==> src/sv/seq_pkg.sv <==
`timescale 1ns / 1ps

package seq_pkg;

  localparam int SLOTS  = 64;
  localparam int IDX_W  = $clog2(SLOTS);
  localparam int LINK_W = $clog2(SLOTS + 1);
  localparam logic [LINK_W-1:0] LINK_NULL = LINK_W'(SLOTS);

  localparam int SLOT_W   = 6;
  localparam int KEY_W    = 32;
  localparam int STATUS_W = 2;
  localparam int COUNT_W  = 7;

  // s_axis_tdata: slot, key
  localparam int S_DATA_W = 40;
  // m_axis_tdata: head_valid, head_slot, head_key, entry_count
  localparam int M_DATA_W = 48;

  typedef enum logic [STATUS_W-1:0] {
    STAT_DONE           = 2'd0,
    STAT_REMOVE_ABSENT  = 2'd1,
    STAT_INSERT_PRESENT = 2'd2
  } status_t;

  localparam logic OP_INSERT = 1'b0;
  localparam logic OP_REMOVE = 1'b1;

  typedef struct packed {
    status_t             status;
    logic                head_valid;
    logic [SLOT_W-1:0]   head_slot;
    logic [KEY_W-1:0]    head_key;
    logic [COUNT_W-1:0]  entry_count;
  } result_t;

endpackage

==> src/sv/seq_ram.sv <==
`timescale 1ns / 1ps

module seq_ram #(
  parameter int WIDTH = 8,
  parameter int DEPTH = 64
) (
  input  logic                     clk,
  input  logic                     we,
  input  logic [$clog2(DEPTH)-1:0] waddr,
  input  logic [WIDTH-1:0]         wdata,
  input  logic [$clog2(DEPTH)-1:0] raddr,
  output logic [WIDTH-1:0]         rdata
);

  logic [WIDTH-1:0] mem [DEPTH];

  always_ff @(posedge clk) begin
    if (we) begin
      mem[waddr] <= wdata;
    end
    rdata <= mem[raddr];
  end

endmodule

==> src/sv/seq_ctrl.sv <==
`timescale 1ns / 1ps

module seq_ctrl (
  input  logic                       clk,
  input  logic                       rst,
  input  logic                       in_valid,
  output logic                       in_ready,
  input  logic                       in_mode,
  input  logic [seq_pkg::SLOT_W-1:0] in_slot,
  input  logic [seq_pkg::KEY_W-1:0]  in_key,
  output logic                       res_valid,
  input  logic                       res_ready,
  output seq_pkg::result_t           res
);

  import seq_pkg::*;

  typedef enum logic [6:0] {
    ST_IDLE  = 7'b0000001,
    ST_WALK  = 7'b0000010,
    ST_LINK1 = 7'b0000100,
    ST_LINK2 = 7'b0001000,
    ST_RLINK = 7'b0010000,
    ST_HKEY  = 7'b0100000,
    ST_FIN   = 7'b1000000
  } state_t;

  state_t              state, state_next;
  logic                op_mode;
  logic [IDX_W-1:0]    op_slot;
  logic [KEY_W-1:0]    op_key;
  status_t             op_status;
  logic [LINK_W-1:0]   cur, prev;
  logic [LINK_W-1:0]   head_link;
  logic [KEY_W-1:0]    head_key;
  logic [COUNT_W-1:0]  count;
  logic [SLOTS-1:0]    in_list;

  logic [IDX_W-1:0]    in_idx;
  logic [IDX_W-1:0]    rd_addr;
  logic [LINK_W-1:0]   next_rd;
  logic [KEY_W-1:0]    key_rd;
  logic                next_we, key_we;
  logic [IDX_W-1:0]    next_waddr;
  logic [LINK_W-1:0]   next_wdata;
  logic                advance;

  assign in_idx = in_slot[IDX_W-1:0];

  // successor links and keys, one read address shared by both
  seq_ram #(.WIDTH(LINK_W), .DEPTH(SLOTS)) u_next_ram (
    .clk   (clk),
    .we    (next_we),
    .waddr (next_waddr),
    .wdata (next_wdata),
    .raddr (rd_addr),
    .rdata (next_rd)
  );

  seq_ram #(.WIDTH(KEY_W), .DEPTH(SLOTS)) u_key_ram (
    .clk   (clk),
    .we    (key_we),
    .waddr (op_slot),
    .wdata (op_key),
    .raddr (rd_addr),
    .rdata (key_rd)
  );

  // shared compare unit: keep walking past lower keys or past other slots
  always_comb begin
    if (op_mode == OP_INSERT) begin
      advance = $signed(key_rd) < $signed(op_key);
    end else begin
      advance = cur[IDX_W-1:0] != op_slot;
    end
  end

  always_comb begin
    state_next = state;
    rd_addr    = cur[IDX_W-1:0];
    next_we    = 1'b0;
    next_waddr = op_slot;
    next_wdata = cur;
    key_we     = 1'b0;
    case (state)
      ST_IDLE: begin
        rd_addr = head_link[IDX_W-1:0];
        if (in_valid) begin
          if (in_mode == OP_INSERT) begin
            if (in_list[in_idx]) begin
              state_next = ST_FIN;
            end else if (head_link == LINK_NULL) begin
              state_next = ST_LINK1;
            end else begin
              state_next = ST_WALK;
            end
          end else begin
            state_next = in_list[in_idx] ? ST_WALK : ST_FIN;
          end
        end
      end
      ST_WALK: begin
        if (advance) begin
          rd_addr = next_rd[IDX_W-1:0];
          if (next_rd == LINK_NULL) begin
            state_next = ST_LINK1;
          end
        end else begin
          state_next = (op_mode == OP_INSERT) ? ST_LINK1 : ST_RLINK;
        end
      end
      ST_LINK1: begin
        next_we    = 1'b1;
        key_we     = 1'b1;
        state_next = (prev == LINK_NULL) ? ST_FIN : ST_LINK2;
      end
      ST_LINK2: begin
        next_we    = 1'b1;
        next_waddr = prev[IDX_W-1:0];
        next_wdata = LINK_W'(op_slot);
        state_next = ST_FIN;
      end
      ST_RLINK: begin
        if (prev != LINK_NULL) begin
          next_we    = 1'b1;
          next_waddr = prev[IDX_W-1:0];
          next_wdata = cur;
          state_next = ST_FIN;
        end else begin
          state_next = (cur == LINK_NULL) ? ST_FIN : ST_HKEY;
        end
      end
      ST_HKEY: begin
        state_next = ST_FIN;
      end
      ST_FIN: begin
        if (res_ready) begin
          state_next = ST_IDLE;
        end
      end
      default: begin
        state_next = ST_IDLE;
      end
    endcase
  end

  always_ff @(posedge clk) begin
    if (rst) begin
      state     <= ST_IDLE;
      head_link <= LINK_NULL;
      count     <= '0;
      in_list   <= '0;
    end else begin
      state <= state_next;
      case (state)
        ST_LINK1: begin
          in_list[op_slot] <= 1'b1;
          count            <= count + COUNT_W'(1);
          if (prev == LINK_NULL) begin
            head_link <= LINK_W'(op_slot);
          end
        end
        ST_RLINK: begin
          in_list[op_slot] <= 1'b0;
          count            <= count - COUNT_W'(1);
          if (prev == LINK_NULL) begin
            head_link <= cur;
          end
        end
        default: begin
        end
      endcase
    end
  end

  // datapath registers
  always_ff @(posedge clk) begin
    case (state)
      ST_IDLE: begin
        if (in_valid) begin
          op_mode <= in_mode;
          op_slot <= in_idx;
          op_key  <= in_key;
          cur     <= head_link;
          prev    <= LINK_NULL;
          if (in_mode == OP_INSERT) begin
            op_status <= in_list[in_idx] ? STAT_INSERT_PRESENT : STAT_DONE;
          end else begin
            op_status <= in_list[in_idx] ? STAT_DONE : STAT_REMOVE_ABSENT;
          end
        end
      end
      ST_WALK: begin
        if (advance) begin
          prev <= cur;
          cur  <= next_rd;
        end else if (op_mode == OP_REMOVE) begin
          cur <= next_rd;
        end
      end
      ST_LINK1: begin
        if (prev == LINK_NULL) begin
          head_key <= op_key;
        end
      end
      ST_HKEY: begin
        head_key <= key_rd;
      end
      default: begin
      end
    endcase
  end

  assign in_ready  = state == ST_IDLE;
  assign res_valid = state == ST_FIN;

  always_comb begin
    res.status      = op_status;
    res.head_valid  = head_link != LINK_NULL;
    res.head_slot   = res.head_valid ? SLOT_W'(head_link[IDX_W-1:0]) : '0;
    res.head_key    = res.head_valid ? head_key : '0;
    res.entry_count = count;
  end

endmodule

==> src/sv/sorted_event_queue.sv <==
`timescale 1ns / 1ps

// Channel  Dir  Beat                                  Fields, lowest bit up
// s_axis   in   one insert or remove request          tuser: mode; tdata: slot, key
// m_axis   out  one result per accepted request       tuser: status; tdata: head_valid,
//                                                     head_slot, head_key, entry_count
//
// An item takes the sequencer through accept, one step per list entry the walk reads (one
// read of the link/key memories per step), one or two link writes or a head unlink with
// key fetch if any remain, and the result step. A refused request skips walk and writes.
// Reset clears the membership bits, head and count; link and key memories need no clear.
// s_axis_tready is high only while the sequencer is idle; a result that waits in the
// output register holds the sequencer in its last step, not the next accept.

module sorted_event_queue (
  input  logic                          clk,
  input  logic                          rst,
  input  logic                          s_axis_tvalid,
  output logic                          s_axis_tready,
  input  logic [seq_pkg::S_DATA_W-1:0]  s_axis_tdata,  // slot[5:0], key[37:6], zero pad
  input  logic                          s_axis_tuser,  // mode
  output logic                          m_axis_tvalid,
  input  logic                          m_axis_tready,
  output logic [seq_pkg::M_DATA_W-1:0]  m_axis_tdata,  // head_valid[0], head_slot[6:1],
                                                       // head_key[38:7], entry_count[45:39]
  output logic [seq_pkg::STATUS_W-1:0]  m_axis_tuser   // status
);

  import seq_pkg::*;

  logic    res_valid;
  logic    res_ready;
  result_t res;
  result_t out_res;

  seq_ctrl u_ctrl (
    .clk       (clk),
    .rst       (rst),
    .in_valid  (s_axis_tvalid),
    .in_ready  (s_axis_tready),
    .in_mode   (s_axis_tuser),
    .in_slot   (s_axis_tdata[SLOT_W-1:0]),
    .in_key    (s_axis_tdata[SLOT_W +: KEY_W]),
    .res_valid (res_valid),
    .res_ready (res_ready),
    .res       (res)
  );

  // output register: takes the result when empty or draining this cycle
  assign res_ready = !m_axis_tvalid || m_axis_tready;

  always_ff @(posedge clk) begin
    if (rst) begin
      m_axis_tvalid <= 1'b0;
    end else if (res_ready) begin
      m_axis_tvalid <= res_valid;
    end
  end

  always_ff @(posedge clk) begin
    if (res_valid && res_ready) begin
      out_res <= res;
    end
  end

  assign m_axis_tuser = out_res.status;
  assign m_axis_tdata = {
    2'b00,
    out_res.entry_count,
    out_res.head_key,
    out_res.head_slot,
    out_res.head_valid
  };

endmodule

==> config.mk <==
export PLATFORM = sky130hd
export DESIGN_NAME = sorted_event_queue
export DESIGN_NICKNAME = d
export VERILOG_FILES = /design/src/sv/seq_pkg.sv /design/src/sv/seq_ram.sv /design/src/sv/seq_ctrl.sv /design/src/sv/sorted_event_queue.sv
export SDC_FILE = /design/constraint.sdc
export NUM_CORES = 2
export LEC_CHECK = 0
export BUFFER_PORTS_ARGS = -buffer_cell sky130_fd_sc_hd__buf_2
export CAP_MARGIN = 20
export CORE_MARGIN = 8
export CORE_UTILIZATION = 25
export CTS_BUF_LIST = sky130_fd_sc_hd__clkbuf_16
export CTS_CLUSTER_SIZE = 14
export DETAILED_ROUTE_END_ITERATION = 16
export GPL_TIMING_DRIVEN = 0
export PLACE_DENSITY = 0.5
export SLEW_MARGIN = 10
export SYNTH_ARGS = -nofsm -noshare
export SYNTH_HDL_FRONTEND = slang
export SYNTH_SLANG_ARGS = --single-unit
==> constraint.sdc <==
create_clock -name clk -period 5 [get_ports clk]
set_input_delay 0.25 -clock clk [delete_from_list [all_inputs] [get_ports clk]]
set_output_delay 0.25 -clock clk [all_outputs]
set_load 0.05 [all_outputs]
[Yosys cells after proc, flatten, opt, wreduce, memory -nomap -nowiden]
Memory sizes are Yosys's and may differ from the RTL's. A register that Yosys moved wholly into a read port is not among the register bits.
Cells that the tools add are included.
Storage, ports and cells
  register bits: 221
  memory bits (writable): 2496
  input bits: 45
  output and inout port bits: 52
  logic and storage cells: 111
  memories: 2
Memories
  u_ctrl.u_key_ram.mem: depth 64, width 32, read ports 1, clocked after Yosys merged registers in 1, write ports 1, RTL line seq_ram.sv:15  | logic [WIDTH-1:0] mem [DEPTH];
  u_ctrl.u_next_ram.mem: depth 64, width 7, read ports 1, clocked after Yosys merged registers in 1, write ports 1, RTL line seq_ram.sv:15
Operators by class
  add/subtract/negate cells: 2
  $lt $le $gt $ge: 4
  equality and inequality tests: 21
  multiplexer cells: 47
  bitwise operators: 3
  reduce and logical (&&, ||, !) cells: 15
Operators by type and width (count)
  64-bit case mux with 2 select lines: 1
  7-bit 2-to-1 mux: 18
  64-bit AND: 1
  64-bit inverter: 1
  64-bit bitwise OR: 1
  32-bit case mux with 2 select lines: 1
  7-bit case mux with 2 select lines: 4
  7-bit case mux with 6 select lines: 1
  7-bit == test, second input constant: 5
  32-bit < comparator: 1
  32-bit 2-to-1 mux: 1
  6-bit case mux with 2 select lines: 2
  6-bit by 7-bit < comparator with 1-bit output, second input constant: 2
  7-bit inequality test, second input constant: 2
  6-bit 2-to-1 mux: 2
  3-bit AND reduction: 4
  1-bit 2-to-1 mux: 10
  2-bit by 1-bit inequality test with 1-bit output, second input constant: 4
  7-bit by 1-bit adder with 7-bit output, second input constant: 1
  7-bit by 1-bit == test with 1-bit output, second input constant: 1
  7-bit by 2-bit == test with 1-bit output, second input constant: 1
  7-bit by 3-bit == test with 1-bit output, second input constant: 1
  7-bit by 4-bit == test with 1-bit output, second input constant: 1
  7-bit by 5-bit == test with 1-bit output, second input constant: 1
  19 further kinds: 25

[Logic depth before layout (Yosys ltp)]
  depth after elaboration: 7
  mapped depth: 18
  mapped depth without buffers: 13

[By module]
From an unflattened synthesis, not the netlist that was laid out.
Second synthesis, totals
  cell total of the unflattened synthesis: 5078
  area total of the unflattened synthesis: 106677.3 um2
Modules (own cells, without submodules)
  seq_ram (u_ctrl.u_key_ram): times used 1, cells an instance 3324, area an instance 78515.3 um2, seq. area each 62139.6 um2
  seq_ram (u_ctrl.u_next_ram): times used 1, cells an instance 827, area an instance 17635.7 um2, seq. area each 13593.0 um2
  seq_ctrl: times used 1, cells an instance 871, area an instance 9011.1 um2, seq. area each 4314.1 um2
  sorted_event_queue: times used 1, cells an instance 56, area an instance 1515.2 um2, seq. area each 1461.4 um2

[Least setup slack after synthesis]
OpenSTA, ideal clock, no wires.
  kind: flip-flop to flip-flop
  start point: register u_ctrl.op_key[17]
  end point: register u_ctrl.u_next_ram.rdata[4] (read register of u_ctrl.u_next_ram.mem)
  arrival: 4.729 ns
  data required time: 4.866 ns
  path slack: 0.137 ns
  cell stages (with the launch flop): 15
  cell sequence: edfxtp_1 -> inv_1 -> ha_1 -> a21o_1 -> a221o_1 -> a2bb2oi_1 -> a21oi_2 -> or2_1 -> o311ai_1 -> buf_6 -> buf_6 -> buf_2 -> mux4_2 -> a22o_1 -> or4_1
Between the ends
  cells in the longest elaborated chain, start to end: 4
Ends and longest elaborated chain
  start: declaration: RTL line seq_ctrl.sv:31  | logic [KEY_W-1:0] op_key;
  start signal: assignment: RTL line seq_ctrl.sv:183  | op_key <= in_key;
  32-bit < comparator: RTL line seq_ctrl.sv:72  | advance = $signed(key_rd) < $signed(op_key);
  1-bit 2-to-1 mux: RTL line seq_ctrl.sv:71  | if (op_mode == OP_INSERT) begin
  6-bit 2-to-1 mux: RTL line seq_ctrl.sv:103  | if (advance) begin
  6-bit case mux with 2 select lines: RTL line seq_ctrl.sv:85  | case (state)
  end: declaration: RTL line seq_ram.sv:12  | output logic [WIDTH-1:0] rdata
Every way passes these cells.
A chain may end at the register's enable or synchronous reset.

[Final worst setup path]
  start point: register u_ctrl.op_key[5]
  end point: register u_ctrl.u_key_ram.rdata[27] (read register of u_ctrl.u_key_ram.mem)
Between the ends
  cells in the longest elaborated chain, start to end: 4
Ends and longest elaborated chain (RTL line)
  32-bit < comparator: seq_ctrl.sv:72
  1-bit 2-to-1 mux: seq_ctrl.sv:71
  6-bit 2-to-1 mux: seq_ctrl.sv:103
  6-bit case mux with 2 select lines: seq_ctrl.sv:85
  end: declaration: seq_ram.sv:12
Every way passes these cells.

==> summary.txt <==
max-cap violations: 0
critical path launch point type: flop
CTS tree: done
Synth top area share: 74.3%
hold slack: 0.103 ns
PwrDens: 478 nW/um^2
Seq. cell area: 81500 sq um
Worst-Margin Slew: 1.17 ns
critical path peak fanout: 7
Routed WL per cell: 27.7 um
post-layout minimum cycle time: 5.14 ns
global-route usage over all layers: 14.4%
Yosys cell types: 77
Top FF cell, synth: edfxtp_1
# H-tree levels: 5
# clock sinks: 2756
cell count after synthesis: 5321
drc violations: 0
detailed router's first-iteration violation count: 6490
Pint: 0.0452 W
Post-synth EDFFs: 2631
fin crit share: 103%
Adder-Cell Fraction of Synth Area: 0.442%
main combinational cell family by area after synthesis: multiplexers
violated checks: setup timing
Reg power frac: 41.7%
f_max: 195 MHz
CP Data Required Time: 5.69 ns
cts bufs inserted: 300
layout cells sized above 1: 31.7%
Bufs and invs on worst path: 5
Synth Area in Compound Gates: 2.08%
Sw Share: 28.6%
unrepaired setup endpoints after global routing: yes
post-synthesis xor/xnor area fraction: 0.0906%
Setup Skew: 0.0362 ns
clk slew on worst S/H paths: 0.06 ns
routed vias: 58045
relative slew slack: 21.6%
largest net degree at the start of global routing: 65
Rows: 239
CP Capture Point: u_ctrl.u_key_ram.rdata[27]
final slew viol count: 0
worst reg2reg path depth: 17
Nets: 6210
number of fillers in the final layout: 40726
first-pass GRT wire length: 462000 um
CTS Buffer Depth: 4
instance count on the critical path: 17
crit-path cells: inv_1 -> ha_1 -> a21oi_1 -> o21ai_0 -> a21o_4 -> o31a_4 -> or2_4 -> o311ai_4 -> buf_6 -> buf_12 -> buf_16 -> buf_16 -> mux4_2 -> nand3_2 -> nand4_1 -> nor3_4 -> nand3_2
Crit-path slowest cell: nor3_4
Die Ht: 668 um
combinational share of power: 24.8%
Hold Crit Class: in -> reg
Clk pwr share: 33.5%
Seq/Total Area, Yosys: 76.7%
first-pass detailed-route iteration total: 8
Reg2Reg Setup Slack: -0.14 ns
total wire length: 333000 um
initial antenna violation count: 13
peak supply drop: 271 uV
area leader, netlist: edfxtp_1
Clock Latency Late Sink: 0.85 ns
status: complete, but fails checks
Critical R2R Launch: u_ctrl.op_key[5]
kind of critical path: reg -> reg
number of synthesized register bits: 2756
routability congestion estimate: 0.866
via-per-instance ratio: 4.83
post-synthesis mux area share: 13.7%
number of global-route vias before repair: 58787
CP Data Arrival Time: 5.82 ns
Simple-Gate Fraction of Synth Area: 5.56%
Die ar.: 446000 sq um
Yosys warning count: 0
port bufs: 92
Final Core Density: 31.2%
asr flop ratio synth: 0%
Crit. End Element: flop
Synth Area per Inst: 20.0 sq um
Root Buffer: clkbuf_16
I/O pin cnt: 97
ranking of synthesized cells by area: edfxtp_1, mux4_2, nand3_1, dfxtp_1, nor2_1
Die X-Extent: 668 um
Final Worst Setup Slack: -0.135 ns
DP HPWL: 225000 um
r2r endpoint: u_ctrl.u_key_ram.rdata[27]
crit path from: u_ctrl.op_key[5]
P&R area growth vs syn: 24.5%
Final setup viols: 25
Post-Syn Area: 106000 sq um
delay-heaviest family, CP: compound AO/OA/AOI/OAI gates
Initial Util: 25.1%
Core Region: 424000 sq um
total gr overflow: 0
Hold Violations, Final: 0
leakage power: 42.0 nW
ANT nets after route: 0
area of the multi-input gates: 25000 sq um
switching pwr: 0.0181 W
critical path's largest stage delay: 0.59 ns
==> power groups by stage <==
| stage | Sequential, W | Combinational, W | Clock (W) |
|---|---|---|---|
| 2_1_floorplan | 0.0272 | 0.00716 | 0 |
| 3_3_place_gp | 0.0276 | 0.0114 | 0 |
| 3_5_place_dp | 0.0270 | 0.0126 | 0 |
| 4_1_cts | 0.0264 | 0.0151 | 0.0216 |
| 5_1_grt | 0.0264 | 0.0164 | 0.0224 |
| 6_report | 0.0264 | 0.0157 | 0.0212 |
==> worst register-to-register path, stage by stage, from the launching register on <==
cell and delay (ns):
edfxtp_1 0.43, inv_1 0.10, ha_1 0.24, a21oi_1 0.26
o21ai_0 0.22, a21o_4 0.34, o31a_4 0.37, or2_4 0.25
o311ai_4 0.28, buf_6 0.20, buf_12 0.18, buf_16 0.20
buf_16 0.17, mux4_2 0.56, nand3_2 0.10, nand4_1 0.28
nor3_4 0.60, nand3_2 0.19
==> metrics by stage <==
| stage | instances | setup TNS (ns) | power (W) | area [sq um] | setup slack [ns] |
|---|---|---|---|---|---|
| after detailed placement | 11258 | -104.82 | 0.0396 | 118000 | -3.13 |
| after floorplan | 5322 | 0 | 0.0343 | 106000 | 0.137 |
| final | 12026 | -1.17 | 0.0633 | 132000 | -0.135 |
| after CTS | 11959 | -4.09 | 0.0630 | 131000 | -0.202 |
| after global placement | 11077 | -2585.29 | 0.0391 | 114000 | -5.14 |
| after global routing | 12017 | -3.69 | 0.0652 | 132000 | -0.201 |
==> worst min-delay path by stage <==
stage                        to           startpoint  cells past startpoint  slack, ns
3_5_place_dp    m_axis_tuser[0]  u_ctrl.op_status[0]                      0       0.42
3_3_place_gp    m_axis_tuser[0]  u_ctrl.op_status[0]                      0       0.40
6_report       u_ctrl.op_key[4]     s_axis_tdata[10]                      2       0.10
5_1_grt        u_ctrl.op_key[4]     s_axis_tdata[10]                      2       0.08
4_1_cts        u_ctrl.op_key[4]     s_axis_tdata[10]                      2       0.04
2_1_floorplan  u_ctrl.op_key[0]      s_axis_tdata[6]                      0       0.35
==> flip-flops by register name, indices dropped and copies added, names as in the netlist, named ones only <==
name / count
u_ctrl.cur: 7
u_ctrl.prev: 7
u_ctrl.u_key_ram.rdata: 32
u_ctrl.op_mode: 1
u_ctrl.op_slot: 6
u_ctrl.u_key_ram.mem: 2048
u_ctrl.state: 7
m_axis_tvalid: 1
m_axis_tdata: 46
u_ctrl.u_next_ram.mem: 448
u_ctrl.head_link: 7
u_ctrl.head_key: 32
u_ctrl.op_key: 32
m_axis_tuser: 2
u_ctrl.u_next_ram.rdata: 7
u_ctrl.count: 7
u_ctrl.op_status: 2
==> synth_stat cells (all sizes together), types with 7 or more instances <==
master  instances
a211oi         71
a21o           13
a21oi          39
a22oi          79
a311oi          8
a31oi           7
and2           49
and3           16
buf           168
clkbuf        150
dfxtp         125
edfxtp       2631
ha             36
inv            40
mux2            8
mux2i          10
mux4          637
nand2         137
nand2b         12
nand3         504
nand3b          8
nand4         124
nor2          239
nor2b          12
nor3           58
nor4            8
o21ai          54
xor2            8
==> layer usage <==
| metal | global-route usage [%] | vias up | wire (um) |
|---|---|---|---|
| met4 | 5.15 | 4 | 13000 |
| met5 | 0 | - | 23 |
| met3 | 2.18 | 504 | 22400 |
| met1 | 20.0 | 31417 | 142000 |
| met2 | 23.0 | 2398 | 155000 |
| li1 | - | 23722 | - |
==> kinds of logic (layout without fill, tap and decap cells) <==
family          count (synthesis)  count (layout)
flops                        2756            2756
other cells                     1              12
fa+ha+maj                      37              37
buf+inv                       359            1389
simple gates                 1189            1189
xor+xnor                       11              11
mux                           655             655
compound gates                313             314
==> final cells by class <==
cell class	instances	area share (%)
sequential	2756	61.6
clock buffer	308	5.82
antenna	10	0.0189
timing repair buffer	506	5.04
multi-input combinational	2208	18.9
buffer	315	2.01
clock inverter	219	1.17
tap	5663	5.35
inverter	41	0.133
==> placed cells by master (no fill, tap or decap), drive strengths merged, types with 7 or more instances in the layout <==
master,instances
nand3b,8
clkinvlp,7
nor3,58
and2,49
bufbuf,7
a21o,13
o21ai,54
a31oi,7
nand3,504
a311oi,8
and3,16
nor2b,12
dfxtp,125
a211oi,71
edfxtp,2631
inv,115
mux4,637
clkinv,119
a22oi,79
nor2,239
buf,609
mux2i,10
xor2,8
diode,10
a21oi,39
nand4,124
nor4,8
bufinv,19
nand2b,12
mux2,8
ha,36
nand2,137
dlygate4sd3,42
clkbuf,470
==> what timing repair did <==
action | in CTS | in global routing
hold buffers | 42 | 0
cloned | 13 | 4
hold endpoints to repair | 52 | 0
setup endpoints to repair | 39 | 39
setup buffers | 121 | 57
gates resized for setup | 520 | 205
pin swaps | 96 | 78
Note: power is estimated with default switching activity, not from simulation.
